<file path="config.mk">
export PLATFORM = sky130hd
export DESIGN_NAME = mqtt_receive_deframer_core
export DESIGN_NICKNAME = d
export VERILOG_FILES = /design/src/rtl/mqttrd_pkg.sv /design/src/rtl/mqtt_receive_deframer_core.sv
export SDC_FILE = /design/constraint.sdc
export NUM_CORES = 1
export LEC_CHECK = 0
export BUFFER_PORTS_ARGS = -buffer_cell sky130_fd_sc_hd__buf_2
export CORE_MARGIN = 4
export CORE_UTILIZATION = 46
export DETAILED_ROUTE_END_ITERATION = 8
export GPL_TIMING_DRIVEN = 1
export HOLD_SLACK_MARGIN = 0.02
export PLACE_DENSITY = 0.73
export SLEW_MARGIN = 20
export SYNTH_ARGS = -nofsm -noshare
export SYNTH_HDL_FRONTEND = slang
export SYNTH_SLANG_ARGS = --single-unit
</file>
<file path="constraint.sdc">
create_clock -name i_clk -period 5.1 [get_ports i_clk]
set_input_delay 1.53 -clock i_clk [delete_from_list [all_inputs] [get_ports i_clk]]
set_output_delay 1.53 -clock i_clk [all_outputs]
set_load 0.05 [all_outputs]
</file>
<file path="src/rtl/mqttrd_pkg.sv">
// Package for the MQTT receive deframer: phase type, byte role codes,
// register indexes and header constants. No dependencies.
package mqttrd_pkg;

    typedef enum logic [2:0] {
        PH_HEADER   = 3'd0,
        PH_LENGTH   = 3'd1,
        PH_TOPIC_HI = 3'd2,
        PH_TOPIC_LO = 3'd3,
        PH_BODY     = 3'd4
    } t_phase;

    localparam logic [2:0] ROLE_HEADER    = 3'd0;
    localparam logic [2:0] ROLE_LENGTH    = 3'd1;
    localparam logic [2:0] ROLE_TOPIC_LEN = 3'd2;
    localparam logic [2:0] ROLE_TOPIC     = 3'd3;
    localparam logic [2:0] ROLE_MSG_ID    = 3'd4;
    localparam logic [2:0] ROLE_PAYLOAD   = 3'd5;

    localparam logic REG_MAX_PACKET_SIZE = 1'b0;
    localparam logic REG_STREAM_ATTACHED = 1'b1;

    localparam int          APB_ADDR_W       = 3;
    localparam logic [3:0]  TYPE_PUBLISH     = 4'h3;
    localparam int          QOS1_BIT         = 1;
    localparam int          LEN_MORE_BIT     = 7;
    localparam logic [15:0] MAX_PACKET_RESET = 16'd128;

endpackage

</file>
<file path="src/rtl/mqtt_receive_deframer_core.sv">
// MQTT receive deframer top level: input register, per-byte parser, result register,
// and APB configuration registers. Depends on mqttrd_pkg.
//
// Usage:
//   Slave stream (i_s_*) takes one received MQTT byte per request in tdata[7:0].
//   Master stream (o_m_*) gives one tagged result per byte: the byte, its
//   packet length and length-field count in tdata, its role, packet type,
//   forward and drop flags in tuser, and tlast on the final byte of a packet.
//   APB port: register 0 max_packet_size at 0x0, register 1 stream_attached at 0x4.
//   Write configuration only while no byte is in flight.
// Pipeline: input register, then parser into the result register.
// Throughput: one byte per cycle while i_m_tready is high; the phase and counter
//   registers update together with the result register.
// Reset: synchronous; the parser expects a header byte, counters clear,
//   max_packet_size returns to 128 and stream_attached to 0.
// Stall: when i_m_tready is low the result holds, the input register keeps one
//   more byte, and o_s_tready drops once both are full.
module mqtt_receive_deframer_core
    import mqttrd_pkg::*;
#(
    parameter int MAX_LENGTH_BYTES = 4
) (
    input  logic                  i_clk,
    input  logic                  i_rst_n,
    input  logic                  i_s_tvalid,
    output logic                  o_s_tready,
    input  logic [7:0]            i_s_tdata,   // [7:0] rx_byte
    output logic                  o_m_tvalid,
    input  logic                  i_m_tready,
    output logic [39:0]           o_m_tdata,   // [7:0] data_byte, [36:8] packet_length,
                                               // [39:37] length_field_bytes
    output logic [8:0]            o_m_tuser,   // [2:0] byte_role, [6:3] packet_type,
                                               // [7] forward_to_stream, [8] dropped
    output logic                  o_m_tlast,
    input  logic                  psel,
    input  logic                  penable,
    input  logic                  pwrite,
    input  logic [APB_ADDR_W-1:0] paddr,
    input  logic [31:0]           pwdata,
    output logic [31:0]           prdata,
    output logic                  pready
);

    logic [15:0] r_max;
    logic        r_stream;

    logic        r_in_valid;
    logic [7:0]  r_in_byte;

    t_phase      r_phase, n_phase;
    logic [7:0]  r_header, n_header;
    logic [27:0] r_rem, n_rem;
    logic [2:0]  r_lbc, n_lbc;
    logic [15:0] r_topic, n_topic;
    logic [27:0] r_body, n_body;
    logic [28:0] r_total, n_total;

    logic        r_out_valid;
    logic [7:0]  r_out_byte;
    logic [2:0]  r_out_role;
    logic [3:0]  r_out_type;
    logic        r_out_fwd;
    logic        r_out_last;
    logic [28:0] r_out_plen;
    logic [2:0]  r_out_lfb;
    logic        r_out_drop;

    logic        adv;
    logic        fire;
    logic        cfg_wr;

    logic [2:0]  c_role;
    logic        c_fwd;
    logic        c_last;
    logic [28:0] c_plen;
    logic [2:0]  c_lfb;
    logic        c_drop;
    logic        is_pub;
    logic [4:0]  shamt;
    logic [27:0] k;
    logic [16:0] skip;

    assign adv    = !r_out_valid || i_m_tready;
    assign fire   = r_in_valid && adv;
    assign cfg_wr = psel && penable && pwrite && pready;

    assign o_s_tready = !r_in_valid || adv;
    assign pready     = 1'b1;
    assign prdata     = (paddr[2] == REG_STREAM_ATTACHED) ? {31'd0, r_stream} : {16'd0, r_max};

    always_ff @(posedge i_clk) begin
        if (!i_rst_n) begin
            r_max    <= MAX_PACKET_RESET;
            r_stream <= 1'b0;
        end else if (cfg_wr) begin
            unique case (paddr[2])
                REG_MAX_PACKET_SIZE: r_max    <= pwdata[15:0];
                REG_STREAM_ATTACHED: r_stream <= pwdata[0];
            endcase
        end
    end

    always_ff @(posedge i_clk) begin
        if (!i_rst_n) begin
            r_in_valid <= 1'b0;
        end else if (o_s_tready) begin
            r_in_valid <= i_s_tvalid;
        end
    end

    always_ff @(posedge i_clk) begin
        if (o_s_tready && i_s_tvalid) begin
            r_in_byte <= i_s_tdata;
        end
    end

    always_comb begin
        n_phase  = r_phase;
        n_header = r_header;
        n_rem    = r_rem;
        n_lbc    = r_lbc;
        n_topic  = r_topic;
        n_body   = r_body;
        n_total  = r_total + 29'd1;
        c_role   = ROLE_HEADER;
        c_fwd    = 1'b0;
        c_last   = 1'b0;
        is_pub   = (r_header[7:4] == TYPE_PUBLISH);
        shamt    = 5'(r_lbc[1:0]) * 5'd7;
        k        = r_body - 28'd2;
        skip     = {1'b0, r_topic} + (r_header[QOS1_BIT] ? 17'd2 : 17'd0);

        unique case (r_phase)
            PH_LENGTH: begin
                c_role = ROLE_LENGTH;
                n_rem  = r_rem | (28'(r_in_byte[6:0]) << shamt);
                n_lbc  = r_lbc + 3'd1;
                if (!r_in_byte[LEN_MORE_BIT] || n_lbc >= 3'(MAX_LENGTH_BYTES)) begin
                    if (is_pub) begin
                        n_phase = PH_TOPIC_HI;
                    end else if (n_rem == 28'd0) begin
                        c_last = 1'b1;
                    end else begin
                        n_body  = 28'd0;
                        n_phase = PH_BODY;
                    end
                end
            end
            PH_TOPIC_HI: begin
                c_role  = ROLE_TOPIC_LEN;
                n_topic = {r_in_byte, 8'd0};
                n_phase = PH_TOPIC_LO;
            end
            PH_TOPIC_LO: begin
                c_role  = ROLE_TOPIC_LEN;
                n_topic = {r_topic[15:8], r_in_byte};
                n_body  = 28'd2;
                if (r_rem <= 28'd2) begin
                    c_last = 1'b1;
                end else begin
                    n_phase = PH_BODY;
                end
            end
            PH_BODY: begin
                c_role = ROLE_PAYLOAD;
                if (is_pub) begin
                    if (k < {12'd0, r_topic}) begin
                        c_role = ROLE_TOPIC;
                    end else if (k < {11'd0, skip}) begin
                        c_role = ROLE_MSG_ID;
                    end else begin
                        c_fwd = r_stream;
                    end
                end
                n_body = r_body + 28'd1;
                if (n_body >= r_rem) begin
                    c_last = 1'b1;
                end
            end
            default: begin
                n_header = r_in_byte;
                n_rem    = 28'd0;
                n_lbc    = 3'd0;
                n_topic  = 16'd0;
                n_body   = 28'd0;
                n_total  = 29'd1;
                n_phase  = PH_LENGTH;
            end
        endcase

        c_plen = 29'd0;
        c_lfb  = 3'd0;
        c_drop = 1'b0;
        if (c_last) begin
            c_plen  = n_total;
            c_lfb   = n_lbc;
            c_drop  = !r_stream && (n_total > {13'd0, r_max});
            n_phase = PH_HEADER;
        end
    end

    always_ff @(posedge i_clk) begin
        if (!i_rst_n) begin
            r_phase  <= PH_HEADER;
            r_header <= 8'd0;
            r_rem    <= 28'd0;
            r_lbc    <= 3'd0;
            r_topic  <= 16'd0;
            r_body   <= 28'd0;
            r_total  <= 29'd0;
        end else if (fire) begin
            r_phase  <= n_phase;
            r_header <= n_header;
            r_rem    <= n_rem;
            r_lbc    <= n_lbc;
            r_topic  <= n_topic;
            r_body   <= n_body;
            r_total  <= n_total;
        end
    end

    always_ff @(posedge i_clk) begin
        if (!i_rst_n) begin
            r_out_valid <= 1'b0;
        end else if (adv) begin
            r_out_valid <= r_in_valid;
        end
    end

    always_ff @(posedge i_clk) begin
        if (fire) begin
            r_out_byte <= r_in_byte;
            r_out_role <= c_role;
            r_out_type <= n_header[7:4];
            r_out_fwd  <= c_fwd;
            r_out_last <= c_last;
            r_out_plen <= c_plen;
            r_out_lfb  <= c_lfb;
            r_out_drop <= c_drop;
        end
    end

    assign o_m_tvalid = r_out_valid;
    assign o_m_tdata  = {r_out_lfb, r_out_plen, r_out_byte};
    assign o_m_tuser  = {r_out_drop, r_out_fwd, r_out_type, r_out_role};
    assign o_m_tlast  = r_out_last;

endmodule

</file>
Word level (Yosys, flattened, before mapping) --
Index checks and enable logic that the tools add are counted.
Cells by class: equality and inequality tests 12, reductions and logical operators 26, shift operators 1, bitwise logic cells 9, multiply operators 1, $lt $le $gt $ge 6, multiplexer cells 27, add/subtract/negate cells 5
Operator list (number):
- $pmux 28 s4 | 1
- $mux 28 | 3
- $pmux 28 s2 | 1
- $pmux 16 s3 | 1
- $add 29x1->29 const B | 1
- $gt 29x16->1 | 1
- $mux 29 | 1
- $add 28x1->28 const B | 1
- $ge 28x28->1 | 1
- $le 28x2->1 const B | 1
- $logic_not 28->1 | 1
- $lt 28x16->1 | 1
- $lt 28x17->1 | 1
- $or 28x28->28 | 1
- $shl 7x5->28 | 1
- $sub 28x2->28 const B | 1
- $mux 3 | 7
- $add 16x2->17 | 1
- $mux 16 | 1
- $pmux 3 s4 | 1
- $reduce_and 2->1 | 5
- $reduce_and 5->1 | 2
- $pmux 3 s3 | 1
- $mux 8 | 1
- other kinds (22) | 50
Storage, ports and cells: bits in registers 192, bits of input ports 50

Longest topological paths before layout --
Gate-level depths: netlist of run 1.
depth after elaboration 10, gate-level depth with buffers 16, depth with buffers taken out 16

Least setup slack after synthesis of run 1 --
No wires, ideal clock.
kind input to output, start input paddr[2], end output prdata[10], buffers on the path 2, stages 3, setup slack 0.989 ns, arrival time 2.581 ns, cell sequence clkbuf_1 buf_1 nor2_1
On the way: longest elaborated chain between the ends 1
Ends and longest elaborated chain:
- start: declaration | line mqtt_receive_deframer_core.sv:38 | input logic [APB_ADDR_W-1:0] paddr,
- $mux 16 | line mqtt_receive_deframer_core.sv:89 | assign prdata = (paddr[2] == REG_STREAM_ATTACHED) ? {31'd0, r_stream} : {16'd0, r_max};
- end: declaration | line mqtt_receive_deframer_core.sv:40 | output logic [31:0] prdata,
No other way between the ends.

Worst setup path in the final report of run 1 --
start register r_body[6], end register r_out_plen[15], data pin
On the way: longest elaborated chain between the ends 4
Ends and longest elaborated chain:
- start: declaration | line mqtt_receive_deframer_core.sv:55 | logic [27:0] r_body, n_body;
- start signal: assignment | line mqtt_receive_deframer_core.sv:217 | r_body <= n_body;
- $add 28x1->28 | line mqtt_receive_deframer_core.sv:175 | n_body = r_body + 28'd1;
- $ge 28x28->1 | line mqtt_receive_deframer_core.sv:176 | if (n_body >= r_rem) begin
- $mux 1 | line mqtt_receive_deframer_core.sv:176
- $pmux 1 s3 | line mqtt_receive_deframer_core.sv:133 | unique case (r_phase)
- end signal: assignment | line mqtt_receive_deframer_core.sv:237 | r_out_plen <= c_plen;
- end: declaration | line mqtt_receive_deframer_core.sv:64 | logic [28:0] r_out_plen;
No other way between the ends. A chain may end at the register's enable or synchronous reset.

==> results of run 1 <==
path summary, 6_finish.rpt:
check / start / to / slack (ns)
hold reg to reg: r_max[2] / r_max[2] / 0.47
hold / removal: r_max[2] / r_max[2] / 0.47
setup / recovery: r_body[6] / r_out_plen[15] / 0.87
setup reg to reg: r_body[6] / r_out_plen[15] / 0.87
critical path: stages (launching register included):
cell and delay [ns]:
sky130_fd_sc_hd__dfxtp_1 0.54, sky130_fd_sc_hd__and4_1 0.34, sky130_fd_sc_hd__nand4_2 0.29, sky130_fd_sc_hd__nor4_2 0.51, sky130_fd_sc_hd__nand3_1 0.15, sky130_fd_sc_hd__xnor2_1 0.28, sky130_fd_sc_hd__ha_1 0.31, sky130_fd_sc_hd__a21o_1 0.16
sky130_fd_sc_hd__a21o_1 0.17, sky130_fd_sc_hd__a21oi_1 0.15, sky130_fd_sc_hd__o21ai_0 0.23, sky130_fd_sc_hd__a21boi_0 0.21, sky130_fd_sc_hd__a21boi_2 0.23, sky130_fd_sc_hd__buf_4 0.30, sky130_fd_sc_hd__nor3_1 0.08
cell families after synthesis:
group           count (synthesis)  share of synthesized area
compound gates                264                     0.1502
xor+xnor                       80                    0.06140
fa+ha+maj                      82                    0.08990
buf+inv                       183                    0.06874
flops                         189                     0.3824
mux                             8                   0.007127
other cells                     2                  0.0006581
simple gates                  544                     0.2396
metal layers:
metal  track usage  up-vias  wire length [µm]
li1              -     4754                 -
met1        0.2816     4565             12690
met2        0.3372      305             13080
met3       0.04120       39              1758
met4       0.05212        0               511
met5             0        -                 0
through the flow:
stage	setup slack (ns)	hold WS (ns)	power, mW	area (µm²)	util
CTS	0.9419	0.4708	3.355	12600	0.5165
floorplan	0.9893	0.4244	1.926	11470	-
finish	0.8686	0.4679	3.340	12600	0.5165
detailed placement	0.9529	0.4606	2.016	12000	0.4921
global route	0.6395	0.4834	3.455	12600	0.5165
global placement	1.057	0.4543	2.010	12000	0.4921
state kept, by name, indices dropped and copies added, names as in the netlist, 3 cells and up:
name        flops
r_out_byte      8
r_topic        16
r_lbc           3
r_total        29
r_body         28
r_out_role      3
r_out_lfb       3
r_out_type      4
r_max          16
r_out_plen     29
r_header        5
r_in_byte       8
r_phase         3
r_rem          28
power by group through the flow:
stage	Sequential, mW	Clock, mW	Combinational, mW
CTS	1.61	1.37	0.369
floorplan	1.70	0	0.229
finish	1.61	1.36	0.371
global placement	1.65	0	0.363
global route	1.62	1.43	0.403
detailed placement	1.65	0	0.368
layout make-up:
class	instances	area, µm²
clock buffer	17	425.4
inverter	81	304.0
tap	324	405.4
clock inverter	15	170.2
timing repair buffer	110	590.6
sequential	189	4364
multi-input combinational	995	6339
fill	2273	11790
layout by cell type (no fill, tap or decap), types with 17 or more instances in the layout:
cell type	instances
sky130_fd_sc_hd__nor2b_1	30
sky130_fd_sc_hd__nand4_1	28
sky130_fd_sc_hd__a21oi_1	69
sky130_fd_sc_hd__nand2_1	153
sky130_fd_sc_hd__nor3_1	47
sky130_fd_sc_hd__and3_1	19
sky130_fd_sc_hd__nand3_1	51
sky130_fd_sc_hd__ha_1	82
sky130_fd_sc_hd__inv_1	79
sky130_fd_sc_hd__xor2_1	33
sky130_fd_sc_hd__a21boi_0	60
sky130_fd_sc_hd__nor2_1	124
sky130_fd_sc_hd__and2_1	19
sky130_fd_sc_hd__clkbuf_16	17
sky130_fd_sc_hd__conb_1	17
sky130_fd_sc_hd__xnor2_1	46
sky130_fd_sc_hd__edfxtp_1	58
sky130_fd_sc_hd__o21ai_0	47
sky130_fd_sc_hd__dfxtp_1	131
sky130_fd_sc_hd__buf_2	99
==> results by stage, run 1 <==
Status:
- The flow ran to the end, and the final reports show no timing, DRC or antenna violations.

Floorplan:
- For this design the top-level I/O count stands at 135.
- The area of the die is 0.02739 mm².
- The floorplan step set the die height to 165.5 µm.
- The initial standard-cell utilization of the core is 0.4679.
- In this run the horizontal extent of the chip is 165.5 µm.
- The region available for standard cell placement spans 0.02439 mm².
- The floorplan row count is 57.

Power and ir drop:
- For this design the ratio of total power to cell area is ~270 mW/mm².
- The worst-case IR drop observed on VDD is 0.1727 mV.
- The total leakage power is 4.803 nW.
- Cell internal power was estimated by the tool at ~2.4 mW.
- Of the total power, the share spent switching nets is 0.2864.
- Of the total power, registers draw 0.483.
- The combinational share of power is 0.111.
- The power share of the clock group is 0.406.
- The switching component of the power is 956.5 µW.

Synth:
- The area fraction of the dominant cell type after synthesis is 0.2298.
- The count of synthesis-stage warnings from yosys is 0.
- Averaged over all synthesized cells, the footprint is about 8.4 µm².
- After synthesis the cells add up to 0.01141 mm².
- After synthesis, the cell types taking the most area are sky130_fd_sc_hd__dfxtp_1 (23%), sky130_fd_sc_hd__edfxtp_1 (15%), sky130_fd_sc_hd__ha_1 (9.0%).
- In this run, synthesis produced a sequential element count of 189.
- The most instantiated flip-flop cell in the synthesis netlist is sky130_fd_sc_hd__dfxtp_1.
- The cell accounting for the most synthesized area is sky130_fd_sc_hd__dfxtp_1.
- The sequential area share after synthesis is 0.3824.
- The dominant cell by count in the synthesized netlist is sky130_fd_sc_hd__nand2_1.
- The number of unique standard cell types used by synthesis is 68.
- The cell count after synthesis is 1352.
- Counting instances in the post-synthesis netlist gives the leading cell types as sky130_fd_sc_hd__nand2_1 (153), sky130_fd_sc_hd__dfxtp_1 (131), sky130_fd_sc_hd__nor2_1 (124).
- The number of flops mapped to enable cells by yosys is 58.
- The share of synthesized registers carrying an async set or reset is 0.

STA:
- The shortest period the worst path allows is between 4 and 5 ns.
- The final-report hold violation count is 0.
- The final sum of negative setup slack is 0 ns.
- In the finished design, the share of the clock period the worst path needs comes to 0.8297.
- Setup repair after global routing left no endpoint under its margin.
- In this run the tightest slew margin relative to its limit is 0.3459.
- Across the routed clock network, the largest skew measured is 0.01497 ns.
- The final setup violation count is 0.
- The final max-slew violation count came to 0.
- For this run, the top clock speed supported by timing is around 0.24 GHz.
- For the pin with the worst max-slew slack, the measured transition is 0.9776 ns.

Detailed routing:
- The via count is 9663.
- The number of nets still failing antenna checks after routing is 0.
- The wire length per cell is 16.20 µm.
- The mean number of vias per cell is 5.582.
- The first-pass iteration count of the detailed router is 6.
- The DRC violation count after routing is 0.
- The number of violations reported at the end of detailed-routing iteration 0 is 756.
- Wires add up to 28040 µm.

Clocking:
- The maximum clock path buffer count is 2.
- TritonCTS built the clock tree.
- The cell at the root of the clock tree is sky130_fd_sc_hd__clkbuf_16.
- After clock tree synthesis, the clock-pin slew on the worst setup and hold paths is 0.08 ns.
- The post-cts resize count is 0.
- The clock tree synthesis step divided the H-tree into 4 levels.
- Buffers inserted during clock tree synthesis total 17.
- CTS saw 189 sinks.
- The clock latency at the later pin of the worst-skew pair is 0.44 ns.
- The number of buffers inserted for hold repair after clock tree synthesis is 0.
- Buffers added to address setup during post-CTS repair amount to 0.

Setup path:
- The worst path arrival time is 4.39 ns.
- For the worst flop-to-flop path, the logic depth is 14.
- Data on the critical path is required at its endpoint by between 5 and 6 ns.
- The maximum net fanout on the critical path is 22.
- STA classifies the critical path endpoint as a flip-flop.
- The worst setup path is launched from a flip-flop.
- The category of the most critical setup path is reg -> reg.

Cells and area:
- The final standard cell count with taps included and fillers excluded is 1731.
- Of the cells placed in the final design, the portion with a size suffix greater than 1 is 0.1180.
- The repair_antennas step left the layout with diodes totalling 0.
- Compared with the post-synthesis result, the final layout area differs by 10.39%.
- The net count of the finished layout is between 1.5k and 2k.

Flow run:
- The max-capacitance violation count is 0.

Global route:
- The wire length of the first global-routing pass is about 45000 µm.
- The via count of the first global-routing pass is 8896.
- The initial antenna violation count is 0.
- The global route total overflow is 0.
- The total global routing track utilization is 0.2065.
- The maximum number of pins on one net before global-route repair is between 50 and 60.

Worst hold path:
- The type of the most critical hold path is reg -> reg.
- The worst hold path depth is 2.

Place:
- The congestion estimate from routability-driven global placement came to 0.8688.
- The total half-perimeter wirelength after legalization and detailed placement is 20560 µm.
- The count of buffers added on input and output ports is approximately 100.
- After detailed placement, the design holds a cell count of 1699.
Note: power is estimated with default switching activity, not from simulation.
==> run 2, diff against run 1 <==
--- a/config.mk
+++ b/config.mk
@@ -11,7 +11,7 @@
 export DETAILED_ROUTE_END_ITERATION = 8
 export GPL_TIMING_DRIVEN = 1
 export HOLD_SLACK_MARGIN = 0.02
-export PLACE_DENSITY = 0.73
+export PLACE_DENSITY = 0.76
 export SLEW_MARGIN = 20
 export SYNTH_ARGS = -nofsm -noshare
 export SYNTH_HDL_FRONTEND = slang
==> constraint.sdc (replaced) <==
create_clock -name i_clk -period 3.5 [get_ports i_clk]
set_input_delay 1.05 -clock i_clk [delete_from_list [all_inputs] [get_ports i_clk]]
set_output_delay 1.05 -clock i_clk [all_outputs]
set_load 0.05 [all_outputs]
==> run 2 against run 1 <==
Worst hold slack got worse by 0.00095 ns; global-route usage increased by 1.6 points; utilization increased by 4.1 points; critical path depth unchanged; largest power group unchanged.
==> results by stage, run 2 (synthesis results as in run 1) <==
Status:
- The run finished with clean final reports.

STA:
- The worst slew margin relative to its limit is 0.3355 (-0.01037).
- The clock tree skew after final layout is 0.01488 ns (-0.00008400 ns).
- The final setup violation count is 0 (unchanged).
- The actual transition at the worst max-transition pin came to 0.9891 ns (+0.01156 ns).
- The worst-case setup margin in the final layout was 0.06092 ns (-0.8077 ns).
- The final max-slew violation count is 0 (unchanged).
- The maximum clock rate was 0.2908 GHz (+23%).
- The final-report hold violation count is 0 (unchanged).
- The shortest period the worst path allows is 3.439 ns (-0.7923 ns).
- The minimum hold slack was 0.4669 ns (-0.0009460 ns).
- The post-route clock period utilization is 0.9826 (+0.1529).
- Setup repair after global routing could not meet its margin everywhere.
- The final sum of negative setup slack is 0 ns (unchanged).

Setup path:
- The category of the most critical setup path is reg -> reg.
- The number of buffers and inverters on the critical path was 2 (+1).
- The maximum net fanout on the critical path came to 17 (-23%).
- The cell count along the critical path is 14 (unchanged).
- The terminus of the critical flop-to-flop path is r_out_plen[15].
- The setup slack of the worst register-to-register path was 0.06 ns (-0.81 ns).
- The largest individual stage delay along the critical path comes from the cell sky130_fd_sc_hd__a221o_1.
- The most critical setup path has its startpoint at r_body[5].
- The cell family contributing the most delay on the critical path is compound AO/OA/AOI/OAI gates.
- The required time of the critical path is 3.70 ns (-1.56 ns).
- The depth of the worst register-to-register path was 14 (unchanged).
- The largest stage delay on the critical path is 0.43 ns (-0.11 ns).
- The worst path arrival time is 3.64 ns (-0.75 ns).
- The worst setup path is launched from a flip-flop.
- The worst flop-to-flop path startpoint is r_body[5].
- The critical path capture point type is a flip-flop.
- The critical path goes through and3_4, nor2b_2, nand4_1, xnor2_2, ha_1, a21o_1, a211o_1, a41oi_2, o31ai_2, a221o_1, a21boi_4, buf_12, buf_16, nor3_1.
- The capturing element of the worst setup path is r_out_plen[15].

Clocking:
- The count of clock tree sinks is 189 (unchanged).
- The clock-pin slew on the worst setup and hold paths is 0.08 ns (about the same).
- The number of CTS-inserted buffers is 17 (unchanged).
- The clock latency at the later pin of the worst-skew pair came to 0.44 ns (about the same).
- The maximum clock path buffer count is 2 (unchanged).
- The clock tree from TritonCTS is yes.
- The cell at the root of the clock tree is sky130_fd_sc_hd__clkbuf_16.
- The H-tree depth came to 4 (unchanged).

Cells and area:
- In the final layout, the registers with the most flip-flops are r_out_plen (29), r_total (29).
- The area of all sequential standard cells is 0.004380 mm² (+0.37%).
- The ratio of cells with drive above 1 in the final layout is 0.2011 (+0.08309).
- The count of fill cells added during filler insertion was 2130 (-6.3%).
- The most common cell after layout, fill and taps aside is sky130_fd_sc_hd__nand2_1.
- The net count of the finished layout is 1606 (+5.2%).
- Compared with the post-synthesis result, the final layout area differs by 19.15%.
- Leaving out fill and tap cells, the most frequent cells in the layout are sky130_fd_sc_hd__nand2_1 (152), sky130_fd_sc_hd__dfxtp_1 (124), sky130_fd_sc_hd__nor2_1 (119).
- The area of all placed cells without fillers was 0.01360 mm² (+7.9%).
- The area used by multi-input combinational logic is 0.006680 mm² (+5.4%).

Worst hold path:
- The worst hold path depth is 2 (unchanged).
- The type of the most critical hold path is reg -> reg.

Detailed routing:
- The number of violations reported at the end of detailed-routing iteration 0 is 981 (+30%).
- The number of nets still failing antenna checks after routing came to 0 (unchanged).
- The mean number of vias per cell is 5.614 (+0.56%).
- The first-pass iteration count of the detailed router is 7 (+1).
- The DRC violation count after routing was 0 (unchanged).
- The via count is 10.17k (+5.3%).
- The wire length per cell is 16.89 µm (+4.2%).
- The routed wire length is 30600 µm (+9.1%).

Power and ir drop:
- The worst vdd rail ir drop is 0.3355 mV (+94%).
- The power per cell area came to 361.1 mW/mm² (+36%).
- The total leakage power is 5.366 nW (+12%).
- The overall power is 4.910 mW (+47%).

Global route:
- The initial antenna violation count came to 1 (+1).
- The total global routing track utilization is 0.2229 (+0.01649).
- The global route total overflow is 0 (unchanged).
- The wire length of the first global-routing pass is 48710 µm (+7.8%).
- The via count of the first global-routing pass is 9609 (+8.0%).
- The maximum number of pins on one net before global-route repair is 66 (+16%).

Floorplan:
- The height of the chip came to 165.5 µm (unchanged).
- The area of the core region is 0.02439 mm² (unchanged).
- The floorplan row count is 57 (unchanged).
- The area of the die is 0.02739 mm² (unchanged).
- The count of boundary I/O pins is 135 (unchanged).
- The initial standard-cell utilization of the core was 0.4679 (unchanged).
- The width of the die is 165.5 µm (unchanged).

Place:
- The total half-perimeter wirelength after legalization and detailed placement is 21830 µm (+6.2%).
- The cell area after placement is 0.01250 mm² (+4.2%).
- The minimum setup slack after placement is -0.1287 ns (-1.082 ns).
- The routability-driven placement congestion ratio is 0.9026 (+3.9%).
- The count of buffers from port buffering is 99 (unchanged).

Flow run:
- The max-capacitance violation count is 0 (unchanged).
## run 2: where the power goes
group          internal (mW)  switching (mW)  leakage [nW]
Clock                   1.02           0.937         0.286
Sequential              2.30          0.0423          1.60
Combinational          0.183           0.425          3.48
Total                   3.51            1.40          5.37
## run 2: worst reg2reg max path, stage by stage (launching register included)
cell	delay [ns]
sky130_fd_sc_hd__dfxtp_1	0.38
sky130_fd_sc_hd__and3_4	0.26
sky130_fd_sc_hd__nor2b_2	0.18
sky130_fd_sc_hd__nand4_1	0.14
sky130_fd_sc_hd__xnor2_2	0.17
sky130_fd_sc_hd__ha_1	0.29
sky130_fd_sc_hd__a21o_1	0.16
sky130_fd_sc_hd__a211o_1	0.30
sky130_fd_sc_hd__a41oi_2	0.18
sky130_fd_sc_hd__o31ai_2	0.12
sky130_fd_sc_hd__a221o_1	0.43
sky130_fd_sc_hd__a21boi_4	0.25
sky130_fd_sc_hd__buf_12	0.14
sky130_fd_sc_hd__buf_16	0.14
sky130_fd_sc_hd__nor3_1	0.05
## run 2: stage by stage
step | utilization | cells
after detailed placement | 0.5126 | 1765
after CTS | 0.5436 | 1800
after global placement | 0.5126 | 1765
after global routing | 0.5575 | 1812
after floorplan | - | 1367
final | 0.5575 | 1812
## run 2: worst min path at each step
stage                    endpoint          from
floorplan           r_out_byte[0]  r_in_byte[0]
global placement        r_max[15]     r_max[15]
detailed placement       r_max[1]      r_max[1]
CTS                      r_max[1]      r_max[1]
global route             r_max[5]      r_max[5]
finish                   r_max[5]      r_max[5]
## run 2: area by class of cell
cell class | count | share of cell area
inverter | 81 | 0.02236
clock buffer | 17 | 0.03128
antenna | 1 | 0.0001840
multi-input combinational | 995 | 0.4913
sequential | 189 | 0.3221
timing repair buffer | 190 | 0.09027
tap | 324 | 0.02981
clock inverter | 15 | 0.01270
## run 2: routing by layer
layer  track usage  vias up  share of wire
met5             0        -              0
met4       0.06224        0          0.016
met3       0.03400       42          0.071
met2        0.3716      380           0.48
met1        0.3019     4831           0.43
li1              -     4919              -
## run 2: timing repair
action	4_1_cts	5_1_grt
buffers inserted	2	11
cloned	1	0
gates resized for setup	23	54
endpoints found under the setup margin	36	38
pin swaps	6	21
hold buffers	0	0
==> run 3, diff against run 2 <==
--- a/config.mk
+++ b/config.mk
@@ -11,6 +11,7 @@
 export DETAILED_ROUTE_END_ITERATION = 8
 export GPL_TIMING_DRIVEN = 1
 export HOLD_SLACK_MARGIN = 0.02
+export MAX_ROUTING_LAYER = met4
 export PLACE_DENSITY = 0.76
 export SLEW_MARGIN = 20
 export SYNTH_ARGS = -nofsm -noshare
==> run 3 against run 2 <==
The run now ends with setup timing left; combinational power fell by 1%; sequential share of layout area rose by 0.22 points; sequential power about the same; non-clock buffer count increased by 2; routed wire length fell by 0.85%; highest routed layer unchanged.
==> results by stage, run 3 (synthesis results as in run 1) <==
Setup path:
- The cell count along the critical path is 14 (unchanged).
- The critical path capture point type is a flip-flop.
- The worst path arrival time came to 3.75 ns (+0.11 ns).
- The depth of the worst register-to-register path is 14 (unchanged).
- The largest stage delay on the critical path is 0.44 ns (about the same).
- The cell family contributing the most delay on the critical path is compound AO/OA/AOI/OAI gates.
- Traced cell by cell, the critical path runs through and4_4, nand4_4, buf_6, nor4_4, nand3_2, xnor2_2, ha_1, a21o_1, a21o_1, a221o_1, a21boi_4, buf_6, buf_16, nor2_2.
- STA classifies the critical path startpoint as a flip-flop.
- The number of buffers and inverters on the critical path is 3 (+1).
- The required time of the critical path came to 3.69 ns (about the same).
- Among all stages on the critical path, the largest delay is contributed by sky130_fd_sc_hd__a221o_1.
- The maximum net fanout on the critical path is 8 (-9).
- The category of the most critical setup path is reg -> reg.

Detailed routing:
- The DRC violation count after routing is 0 (unchanged).
- The number of nets still failing antenna checks after routing came to 0 (unchanged).
- The via count is 10.16k (-0.12%).
- The routed wire length is 30340 µm (-0.85%).
- The number of violations reported at the end of detailed-routing iteration 0 is 867 (-12%).
- The first-pass iteration count of the detailed router is 5 (-2).
- The mean number of vias per cell came to 5.601 (-0.23%).
- The wire length per cell was 16.73 µm (-0.96%).

Place:
- The total half-perimeter wirelength after legalization and detailed placement was 21520 µm (-1.4%).
- The minimum setup slack after placement was -0.07978 ns (+0.04894 ns).
- The routability-driven placement congestion ratio is 0.9223 (+2.2%).
- The count of buffers from port buffering is 99 (unchanged).

Floorplan:
- The area of the die came to 0.02739 mm² (unchanged).
- The initial standard-cell utilization of the core came to 0.4679 (unchanged).
- The count of boundary I/O pins is 135 (unchanged).
- The floorplan row count is 57 (unchanged).
- The height of the chip is 165.5 µm (unchanged).
- The width of the die is 165.5 µm (unchanged).
- The area of the core region came to 0.02439 mm² (unchanged).

Worst hold path:
- The type of the most critical hold path is reg -> reg.
- The worst hold path depth is 2 (unchanged).

Clocking:
- The cell at the root of the clock tree is sky130_fd_sc_hd__clkbuf_16.
- The clock-pin slew on the worst setup and hold paths is 0.07 ns (about the same).
- TritonCTS built the clock tree.
- The maximum clock path buffer count is 2 (unchanged).
- The number of CTS-inserted buffers is 17 (unchanged).
- The clock latency at the later pin of the worst-skew pair is 0.44 ns (about the same).
- The H-tree depth was 4 (unchanged).
- The number of buffers inserted for hold repair after clock tree synthesis came to 0 (unchanged).
- The count of clock tree sinks came to 189 (unchanged).

STA:
- The final setup violation count is 32 (+32).
- The clock tree skew after final layout was 0.01710 ns (+0.002222 ns).
- The post-route clock period utilization was 1.018 (+0.03528).
- The actual transition at the worst max-transition pin is 0.9501 ns (-0.03900 ns).
- The shortest period the worst path allows is 3.563 ns (+0.1235 ns).
- The final-report hold violation count came to 0 (unchanged).
- Setup repair after global routing could not meet its margin everywhere.
- The worst slew margin relative to its limit is 0.3617 (+0.02620).
- The worst-case setup margin in the final layout is -0.06256 ns (-0.1235 ns).
- The maximum clock rate came to 0.2807 GHz (-3.5%).
- The final max-slew violation count was 0 (unchanged).

Power and ir drop:
- The total leakage power was 5.327 nW (-0.74%).
- The worst vdd rail ir drop is 0.3587 mV (+6.9%).
- The power per cell area came to 360.9 mW/mm² (about the same).
- The overall power was 4.874 mW (-0.74%).

Cells and area:
- The most common cell after layout, fill and taps aside is sky130_fd_sc_hd__nand2_1.
- The count of fill cells added during filler insertion is 2197 (+3.1%).
- The layout overhead on the synthesized area is 18.34%.
- The library cells used most frequently in the layout, excluding fill and tap cells, are sky130_fd_sc_hd__nand2_1 (153), sky130_fd_sc_hd__dfxtp_1 (122), sky130_fd_sc_hd__nor2_1 (118).
- The final core utilization is 0.5537 (-0.003796).
- The net count of the finished layout is 1608 (+0.12%).
- The largest registers in the layout are r_out_plen (29), r_total (29).
- The ratio of cells with drive above 1 in the final layout came to 0.1954 (-0.005643).

Global route:
- The global route total overflow is 0 (unchanged).
- The via count of the first global-routing pass is 9479 (-1.4%).
- The total global routing track utilization is 0.2262 (+0.003265).
- The initial antenna violation count came to 1 (unchanged).
- The maximum number of pins on one net before global-route repair is 69 (+4.5%).
- The wire length of the first global-routing pass was 48100 µm (-1.3%).

Flow run:
- The max-capacitance violation count was 0 (unchanged).

Status:
- The final reports fail on setup timing.
- The flow ran to the end, but the final reports show violations.
## run 3: metrics by stage
stage	instances	TNS, ns	cell area (µm²)	hold WS, ns
after floorplan	1367	0	11480	0.4244
after global placement	1767	0	12540	0.4510
after detailed placement	1767	-0.3247	12540	0.4572
after CTS	1807	0	13350	0.4674
after global routing	1814	-3.170	13510	0.4849
final	1814	-0.7761	13510	0.4649
## run 3: final cells by class
cell class	count	area, µm²	area share
clock buffers	17	425.4	0.03150
diodes	1	2.502	0.0001853
repair buffers	192	1257	0.09311
flip-flops and latches	189	4380	0.3243
multi-input cells	995	6565	0.4861
well taps	324	405.4	0.03002
inverters	81	304.0	0.02251
clock inverters	15	165.2	0.01223
## run 3: repair_timing
item,in CTS,in global routing
setup buffers,6,8
cloned,2,0
gates resized for setup,23,40
pin swaps,6,18
setup endpoints to repair,36,38
## run 3: worst register-to-register path, stage by stage (launching register included)
cell and delay, ns:
sky130_fd_sc_hd__dfxtp_4 0.37, sky130_fd_sc_hd__and4_4 0.23, sky130_fd_sc_hd__nand4_4 0.13, sky130_fd_sc_hd__buf_6 0.18, sky130_fd_sc_hd__nor4_4 0.35, sky130_fd_sc_hd__nand3_2 0.16
sky130_fd_sc_hd__xnor2_2 0.24, sky130_fd_sc_hd__ha_1 0.27, sky130_fd_sc_hd__a21o_1 0.19, sky130_fd_sc_hd__a21o_1 0.15, sky130_fd_sc_hd__a221o_1 0.44, sky130_fd_sc_hd__a21boi_4 0.28
sky130_fd_sc_hd__buf_6 0.15, sky130_fd_sc_hd__buf_16 0.13, sky130_fd_sc_hd__nor2_2 0.04
## run 3: metal layers
metal  up-vias  GRT usage  wire (µm)
li1       4932          -          -
met1      4826     0.3002      13560
met2       345     0.3534      14030
met3        57    0.03897       2078
met4         0    0.07424        673
met5         -          -          0
## run 3: path summary, 6_finish.rpt
check        slack, ns      start              to
max              -0.06  r_body[6]  r_out_plen[18]
min               0.46   r_max[1]        r_max[1]
max reg2reg      -0.06  r_body[6]  r_out_plen[18]
min reg2reg       0.46   r_max[1]        r_max[1]
## run 3: power breakdown
part	switching, mW	internal [mW]
combinational	0.421	0.180
clock	0.966	0.963
sequential	0.0408	2.30
